### src/design/swdm_pkg.sv
// shared types and constants for the stepper wave drive mover
// no dependencies; used by the divide stages and the top level
package swdm_pkg;

  // one motor step spans this many 1/256 degree units
  localparam int unsigned StepUnits   = 45;
  localparam logic [31:0] PeriodReset = 32'd144000;

  // reciprocal of 45 scaled by 2**37, rounded down
  localparam logic [31:0] Recip      = 32'd3054198966;
  localparam int unsigned RecipShift = 37;

  // magnitude of a 32-bit angle over 45 fits in 26 bits
  localparam int unsigned QuotW = 26;

  typedef enum logic [1:0] {
    ActTick = 2'd0,
    ActRel  = 2'd1,
    ActAbs  = 2'd2
  } act_e;

  // angle split into step quotient and remainder flag
  typedef struct packed {
    act_e             act;
    logic             neg;
    logic [QuotW-1:0] quot;
    logic             rem_nz;
  } swdm_quot_t;

endpackage

### src/design/swdm_if.sv
// valid/ready channel interfaces for command items and result items
// no dependencies
interface swdm_in_if;
  logic               valid;
  logic               ready;
  logic [1:0]         action;
  logic signed [31:0] target_angle;

  modport source (output valid, action, target_angle, input ready);
  modport sink   (input valid, action, target_angle, output ready);
endinterface

interface swdm_out_if;
  logic               valid;
  logic               ready;
  logic [3:0]         coil_drive;
  logic               stopped;
  logic signed [31:0] position;

  modport source (output valid, coil_drive, stopped, position, input ready);
  modport sink   (input valid, coil_drive, stopped, position, output ready);
endinterface

### src/design/swdm_div45.sv
// three-stage pipeline: input register, reciprocal multiply, remainder fix
// splits the target angle into trunc(angle/45) and a nonzero-remainder flag
// depends on swdm_pkg and swdm_in_if
module swdm_div45 (
  input  logic                clk_i,
  input  logic                rst_ni,
  swdm_in_if.sink             in_i,
  output logic                quo_valid_o,
  input  logic                quo_ready_i,
  output swdm_pkg::swdm_quot_t quo_o
);
  import swdm_pkg::*;

  logic             a_vld_q, b_vld_q, c_vld_q;
  logic             a_rdy, b_rdy, c_rdy;
  act_e             a_act_q, b_act_q;
  logic             a_neg_q, b_neg_q;
  logic [31:0]      a_mag_q, b_mag_q;
  logic [31:0]      in_mag;
  logic [63:0]      prod;
  logic [QuotW-1:0] b_qest_q;
  logic [31:0]      prod45;
  logic [31:0]      rem_raw;
  logic             fix;
  logic [6:0]       rem_fix;
  swdm_quot_t       c_d, c_q;

  // stage readiness, back to front
  assign c_rdy      = !c_vld_q || quo_ready_i;
  assign b_rdy      = !b_vld_q || c_rdy;
  assign a_rdy      = !a_vld_q || b_rdy;
  assign in_i.ready = a_rdy;

  // magnitude of the incoming angle
  assign in_mag = in_i.target_angle[31] ? 32'(-in_i.target_angle)
                                        : 32'(in_i.target_angle);

  // valid bits
  always_ff @(posedge clk_i or negedge rst_ni) begin
    if (!rst_ni) begin
      a_vld_q <= 1'b0;
      b_vld_q <= 1'b0;
      c_vld_q <= 1'b0;
    end else begin
      if (a_rdy) a_vld_q <= in_i.valid;
      if (b_rdy) b_vld_q <= a_vld_q;
      if (c_rdy) c_vld_q <= b_vld_q;
    end
  end

  // input register
  always_ff @(posedge clk_i) begin
    if (in_i.valid && a_rdy) begin
      a_act_q <= act_e'(in_i.action);
      a_neg_q <= in_i.target_angle[31];
      a_mag_q <= in_mag;
    end
  end

  // quotient estimate, equal to the true quotient or one below
  assign prod = 64'(a_mag_q) * 64'(Recip);

  always_ff @(posedge clk_i) begin
    if (a_vld_q && b_rdy) begin
      b_act_q  <= a_act_q;
      b_neg_q  <= a_neg_q;
      b_mag_q  <= a_mag_q;
      b_qest_q <= prod[RecipShift+QuotW-1:RecipShift];
    end
  end

  // remainder check and one-step correction
  assign prod45  = 32'(b_qest_q) * 32'(StepUnits);
  assign rem_raw = b_mag_q - prod45;
  assign fix     = rem_raw[6:0] >= 7'(StepUnits);
  assign rem_fix = fix ? rem_raw[6:0] - 7'(StepUnits) : rem_raw[6:0];

  always_comb begin
    c_d.act    = b_act_q;
    c_d.neg    = b_neg_q;
    c_d.quot   = b_qest_q + QuotW'(fix);
    c_d.rem_nz = rem_fix != 7'd0;
  end

  always_ff @(posedge clk_i) begin
    if (b_vld_q && c_rdy) begin
      c_q <= c_d;
    end
  end

  assign quo_valid_o = c_vld_q;
  assign quo_o       = c_q;
endmodule

### src/design/stepper_wave_drive_mover.sv
// four-phase wave drive stepper controller, top level
// path: input, multiply and fix registers of swdm_div45, then the result register
// throughput: one item per cycle while the result is taken; the motor state updates in one stage
// the angle divide by 45 runs in the three stages of swdm_div45
// reset: counts, position, phase and coils clear; step_period returns to 144000
// depends on swdm_pkg, swdm_if and swdm_div45
module stepper_wave_drive_mover (
  input  logic        clk_i,
  input  logic        rst_ni,
  swdm_in_if.sink     in_i,
  swdm_out_if.source  out_o,
  input  logic        step_period_we_i,
  input  logic [31:0] step_period_i
);
  import swdm_pkg::*;

  logic        quo_valid, quo_ready, upd;
  swdm_quot_t  quo;

  logic        out_vld_q;
  logic [31:0] period_q;
  logic [31:0] steps_q, steps_d;
  logic [31:0] pos_q, pos_d;
  logic [1:0]  phase_q, phase_d;
  logic [3:0]  coil_q, coil_d;
  logic [31:0] tick_q, tick_d;

  logic [32:0] tick_nxt;
  logic        fire;
  logic [26:0] qs;
  logic [33:0] kd, k;
  logic        k_pos, k_neg;
  logic [31:0] abs_steps;

  swdm_div45 u_div45 (
    .clk_i       (clk_i),
    .rst_ni      (rst_ni),
    .in_i        (in_i),
    .quo_valid_o (quo_valid),
    .quo_ready_i (quo_ready),
    .quo_o       (quo)
  );

  // state advances when an item moves into the result register
  assign quo_ready = !out_vld_q || out_o.ready;
  assign upd       = quo_valid && quo_ready;

  // tick counter wrap check, period zero acts as one
  assign tick_nxt = 33'(tick_q) + 33'd1;
  assign fire     = tick_nxt >= {1'b0, period_q};

  // signed step quotient and absolute move target
  assign qs    = quo.neg ? -{1'b0, quo.quot} : {1'b0, quo.quot};
  assign kd    = {{7{qs[26]}}, qs} - {{2{pos_q[31]}}, pos_q};
  assign k_pos = !kd[33] && (kd != 34'd0);
  assign k_neg = kd[33];

  always_comb begin
    k = kd;
    if (k_pos && quo.neg && quo.rem_nz) begin
      k = kd - 34'd1;
    end else if (k_neg && !quo.neg && quo.rem_nz) begin
      k = kd + 34'd1;
    end
  end

  // saturate to signed 32 bits
  always_comb begin
    if (k[33:31] == 3'b000 || k[33:31] == 3'b111) begin
      abs_steps = k[31:0];
    end else if (k[33]) begin
      abs_steps = 32'h8000_0000;
    end else begin
      abs_steps = 32'h7fff_ffff;
    end
  end

  // next motor state
  always_comb begin
    steps_d = steps_q;
    pos_d   = pos_q;
    phase_d = phase_q;
    coil_d  = coil_q;
    tick_d  = tick_q;
    unique case (quo.act)
      ActTick: begin
        if (fire) begin
          tick_d = 32'd0;
          if (!steps_q[31] && steps_q != 32'd0) begin
            steps_d = steps_q - 32'd1;
            pos_d   = pos_q + 32'd1;
            phase_d = phase_q + 2'd1;
            coil_d  = 4'b0001 << (phase_q + 2'd1);
          end else if (steps_q[31]) begin
            steps_d = steps_q + 32'd1;
            pos_d   = pos_q - 32'd1;
            phase_d = phase_q - 2'd1;
            coil_d  = 4'b0001 << (phase_q - 2'd1);
          end else begin
            coil_d = 4'b0000;
          end
        end else begin
          tick_d = tick_nxt[31:0];
        end
      end
      ActRel:  steps_d = {{5{qs[26]}}, qs};
      ActAbs:  steps_d = abs_steps;
      default: ;
    endcase
  end

  // state registers and result valid
  always_ff @(posedge clk_i or negedge rst_ni) begin
    if (!rst_ni) begin
      out_vld_q <= 1'b0;
      period_q  <= PeriodReset;
      steps_q   <= '0;
      pos_q     <= '0;
      phase_q   <= '0;
      coil_q    <= '0;
      tick_q    <= '0;
    end else begin
      if (step_period_we_i) period_q <= step_period_i;
      if (quo_ready) out_vld_q <= quo_valid;
      if (upd) begin
        steps_q <= steps_d;
        pos_q   <= pos_d;
        phase_q <= phase_d;
        coil_q  <= coil_d;
        tick_q  <= tick_d;
      end
    end
  end

  // result fields mirror the state after the latest update
  assign out_o.valid      = out_vld_q;
  assign out_o.coil_drive = coil_q;
  assign out_o.stopped    = steps_q == 32'd0;
  assign out_o.position   = pos_q;

  // energized coil always matches the phase
  assert property (@(posedge clk_i) disable iff (!rst_ni)
    coil_q != 4'b0000 |-> coil_q == (4'b0001 << phase_q))
    else $error("coil drive does not match phase");

  // motor state holds unless an item enters the result register
  assert property (@(posedge clk_i) disable iff (!rst_ni)
    !upd |=> $stable(pos_q) && $stable(steps_q) && $stable(tick_q))
    else $error("state changed without an update");

  // a held result keeps its position
  assert property (@(posedge clk_i) disable iff (!rst_ni)
    out_vld_q && !out_o.ready |=> $stable(pos_q) && $stable(coil_q))
    else $error("stalled result changed");
endmodule

### src/flat_wrapper.sv
// flat-port wrapper written by rule: the top's interface ports become plain ports
module stepper_wave_drive_mover_flat import swdm_pkg::*;
  (clk_i, rst_ni, step_period_we_i, step_period_i, in_i_valid, in_i_action, in_i_target_angle, in_i_ready, out_o_valid, out_o_coil_drive, out_o_stopped, out_o_position, out_o_ready);
  swdm_in_if in_i_i ();
  swdm_out_if out_o_i ();
  input  logic clk_i;
  input  logic rst_ni;
  input  logic step_period_we_i;
  input  logic [31:0] step_period_i;
  input wire logic [$bits(in_i_i.valid)-1:0] in_i_valid;
  input wire logic [$bits(in_i_i.action)-1:0] in_i_action;
  input wire logic [$bits(in_i_i.target_angle)-1:0] in_i_target_angle;
  output wire logic [$bits(in_i_i.ready)-1:0] in_i_ready;
  output wire logic [$bits(out_o_i.valid)-1:0] out_o_valid;
  output wire logic [$bits(out_o_i.coil_drive)-1:0] out_o_coil_drive;
  output wire logic [$bits(out_o_i.stopped)-1:0] out_o_stopped;
  output wire logic [$bits(out_o_i.position)-1:0] out_o_position;
  input wire logic [$bits(out_o_i.ready)-1:0] out_o_ready;
  assign in_i_i.valid = in_i_valid;
  assign in_i_i.action = in_i_action;
  assign in_i_i.target_angle = in_i_target_angle;
  assign in_i_ready = in_i_i.ready;
  assign out_o_valid = out_o_i.valid;
  assign out_o_coil_drive = out_o_i.coil_drive;
  assign out_o_stopped = out_o_i.stopped;
  assign out_o_position = out_o_i.position;
  assign out_o_i.ready = out_o_ready;
  stepper_wave_drive_mover u_core (.clk_i(clk_i), .rst_ni(rst_ni), .in_i(in_i_i), .out_o(out_o_i), .step_period_we_i(step_period_we_i), .step_period_i(step_period_i));
endmodule
### config.mk
export PLATFORM = sky130hd
export DESIGN_NAME = stepper_wave_drive_mover_flat
export DESIGN_NICKNAME = d
export VERILOG_FILES = /design/src/design/swdm_pkg.sv /design/src/design/swdm_if.sv /design/src/design/swdm_div45.sv /design/src/design/stepper_wave_drive_mover.sv /design/src/flat_wrapper.sv
export SDC_FILE = /design/constraint.sdc
export NUM_CORES = 2
export LEC_CHECK = 0
export ABC_AREA = 1
export BUFFER_PORTS_ARGS = -buffer_cell sky130_fd_sc_hd__buf_2
export CAP_MARGIN = 25
export CORE_MARGIN = 10
export CORE_UTILIZATION = 55
export CTS_CLUSTER_DIAMETER = 150
export CTS_CLUSTER_SIZE = 12
export DETAILED_ROUTE_END_ITERATION = 10
export PLACE_DENSITY_LB_ADDON = 0.08
export SYNTH_ARGS = -nofsm -noshare
export SYNTH_HDL_FRONTEND = slang
export SYNTH_SLANG_ARGS = --single-unit
### constraint.sdc
create_clock -name clk_i -period 7.2 [get_ports clk_i]
set_input_delay 1.44 -clock clk_i [delete_from_list [all_inputs] [get_ports clk_i]]
set_output_delay 1.44 -clock clk_i [all_outputs]
set_load 0.005 [all_outputs]
==> results.py <==
metrics = {
    "sta": {
        "slew_viol_final": 0,
        "hold_violations": 0,
        "skew_ns": 0.0150,
        "max_freq_mhz": 146,
        "fin_crit_sh": 0.954,
        "slew_headroom": 0.370,
        "setup_tns_ns": 0,
        "setup_viol_count_final": 0,
        "period_needed_ns": 6.87,
        "worstMarginPinSlew_ns": 0.945,
    },
    "run": {
        "cap_viol_max_count": 0,
    },
    "routing": {
        "wl_um": 110000,
        "vias_per_cell": 5.28,
        "route.met2.wl_um": 53600,
        "initialDrtViolationCount": 2015,
        "route.met3.wl_um": 5770,
        "drtAntennaViolNets": 0,
        "drt-wirelength-per-cell_um": 18.1,
        "first_pass_iters": 6,
        "met1_length_um": 46000,
        "highest_layer": "met5",
        "via_count": 32200,
        "drc": 0,
    },
    "clock_network": {
        "clk_latency_ns": 0.59,
        "cts_root_buf": "clkbuf_16",
        "cts_made_buffers": 24,
        "cts_max_level": 1,
        "clockBufferDepth": 3,
        "cts.clk_slew.worst_paths_ns": 0.07,
        "clkSinkCount": 239,
        "cts_tree": "done",
    },
    "min_path": {
        "hold_path_class": "register to register",
        "min_from": "u_core.u_div45.b_act_q[1]$_DFFE_PP_",
        "holdPathStages": 0,
        "whs_endpoint": "u_core.u_div45.quo_o[29]$_DFFE_PP_",
    },
    "placed_design": {
        "gp_congestion": 1.00,
        "io_buffers": 109,
        "hpwlAfterDp_um": 94800,
    },
    "finish": {
        "diodes": 0,
        "multi_input_area_um2": 26800,
        "layout-drive-gt1-share": 0.0597,
        "register_area_um2": 6490,
        "fillers": 6564,
        "mostFrequentLayoutCells": "1,128 x nand2_1, 1,101 x inv_1, 479 x ha_1",
        "fin_nets": 6106,
        "area_delta_synth_final_pct": 6.91,
        "final_common_cell": "nand2_1",
    },
    "worst_setup_path": {
        "worstPathRequired_ns": 7.53,
        "cp-end-kind": "register",
        "crit_path_start": "u_core.u_div45.a_mag_q[5]$_DFFE_PP_",
        "r2r_cells": 26,
        "timing.rr.start": "u_core.u_div45.a_mag_q[5]$_DFFE_PP_",
        "crit_slowest_cell": "fa_1",
        "arrival_ns": 7.19,
        "crit_top_cell": "fa_1",
        "cpPeakStageDelay_ns": 0.63,
        "r2r_end": "u_core.u_div45.b_qest_q[20]$_DFFE_PP_",
        "path_buf_inv": 5,
        "cp_top_family": "adder cells",
        "critPathLaunchType": "register",
        "worstSetupPathType": "register to register",
        "critPathMaxFanout": 8,
        "ff2ff_setup_slack_ns": 0.33,
    },
    "synthesis": {
        "synthesis.area_um2": 37700,
        "syn_area_per_cell_um2": 7.40,
        "synthFlopType": "dfrtp_1",
        "postSynth.asyncResetShare": 0.577,
        "yosysSeqAreaShare": 0.172,
        "synth_cells": 5095,
        "yosys_warnings": 0,
        "ys_ff_latch": 239,
        "synth-edff-count": 101,
        "synth_top_area_share": 0.179,
        "synth_cell_types": 62,
        "synth_top_cell_by_area": "fa_1",
        "ys_top_cells_by_area": "fa_1 18%, ha_1 16%, nand2_1 11%",
        "syn_nets": 5991,
    },
    "run_status": {
        "status": "complete, no violations",
    },
    "floorplanning": {
        "pin_count": 110,
        "initial_core_util": 0.558,
        "core-area_um2": 67600,
        "die-area_um2": 79500,
        "num_rows": 95,
        "die_height_um": 282,
        "die_width_um": 282,
    },
    "grt": {
        "overflow": 0,
        "first_global_vias": 32300,
        "grt_antenna_before_repair": 2,
        "grt_max_degree": 64,
        "grt_usage": 0.279,
        "grt_pass1_wl_um": 174000,
    },
}
[Yosys cell counts, drive strengths merged, types with 13 or more instances]
cell type / n
nor2: 428
clkbuf: 57
o21ai: 235
inv: 1125
xor2: 179
nor4: 28
o21a: 22
nand4: 76
nor3: 66
a31oi: 31
edfxtp: 101
buf: 25
dfrtp: 133
fa: 338
nand3b: 13
a21oi: 200
xnor2: 73
nand3: 223
ha: 487
nand2: 1148
[worst reg2reg max path: cells and delay by family, from the launching register on]
kind / cells / cell delay (ns)
adder cells (fa/ha/maj): 8 / 3.57
XOR/XNOR: 2 / 0.34
flip-flops: 1 / 0.42
AO/OA/AOI/OAI: 7 / 1.20
AND/OR/NAND/NOR: 4 / 0.38
buffers and inverters: 5 / 0.72
[per-layer routing]
| metal | global-route usage | vias to the layer above |
|---|---|---|
| met4 | 0.107 | 2 |
| met2 | 0.488 | 779 |
| li1 | - | 16200 |
| met3 | 0.0404 | 179 |
| met5 | 0 | - |
| met1 | 0.344 | 15000 |
[worst max-delay path by stage]
stage	end	slack (ns)	depth (start not counted)
final	u_core.u_div45.b_qest_q[20]$_DFFE_PP_	0.33	26
after global placement	u_core.u_div45.b_qest_q[23]$_DFFE_PP_	0.12	29
after floorplan	u_core.u_div45.b_qest_q[23]$_DFFE_PP_	0.37	29
after CTS	u_core.u_div45.b_qest_q[23]$_DFFE_PP_	0.09	29
after detailed placement	u_core.u_div45.b_qest_q[23]$_DFFE_PP_	0.08	29
after global routing	u_core.u_div45.b_qest_q[23]$_DFFE_PP_	-0.01	29
[flip-flops by register name, summed over array words and instances (netlist names)]
name                        flops
u_core.phase_q                  2
u_core.u_div45.a_neg_q          1
u_core.steps_q                 32
u_core.u_div45.b_qest_q        26
u_core.u_div45.quo_valid_o      1
u_core.out_o.position          32
u_core.u_div45.b_neg_q          1
u_core.u_div45.a_mag_q         32
u_core.period_q                32
u_core.u_div45.a_act_q          2
u_core.u_div45.b_act_q          2
u_core.u_div45.a_vld_q          1
u_core.u_div45.b_mag_q          7
u_core.u_div45.quo_o           30
u_core.tick_q                  32
u_core.out_o.coil_drive         4
u_core.u_div45.b_vld_q          1
u_core.out_o.valid              1
[cell families (layout without fill, tap and decap cells)]
logic type	count (synthesis)	in the layout	share of synthesized area
AOI/OAI and AO/OA	557	557	0.0821
xor gates and xnor gates	252	252	0.0585
DFF	239	239	0.172
muxes	1	1	0.000298
buffers and inverters	1212	1344	0.122
and+or+nand+nor	2009	2009	0.224
adders and majority gates	825	825	0.341
[timing repair]
item	4_1_cts	5_1_grt
resized for setup	0	23
setup endpoints to repair	0	13
buffers inserted	0	5
hold buffers	0	0
[stage by stage]
stage	setup WS, ns	util	cell area, um^2	instances	hold WS, ns
floorplan	0.370	-	37700	5095	0.400
global placement	0.121	0.583	39500	6051	0.403
detailed placement	0.0777	0.584	39500	6052	0.405
CTS	0.0886	0.594	40200	6095	0.419
global route	-0.0122	0.596	40300	6100	0.422
finish	0.333	0.596	40300	6100	0.416
[cell type report]
cell class / count / area share
multi-input combinational: 3644 / 0.664
sequential: 239 / 0.161
inverter: 1130 / 0.105
tap: 873 / 0.0271
timing repair buffer: 171 / 0.0260
clock buffer: 40 / 0.0164
clock inverter: 3 / 0.000776
Power is left out: the tool's default activity adds up to more than one toggle a clock period on the data nets, which glitch-free logic cannot reach.
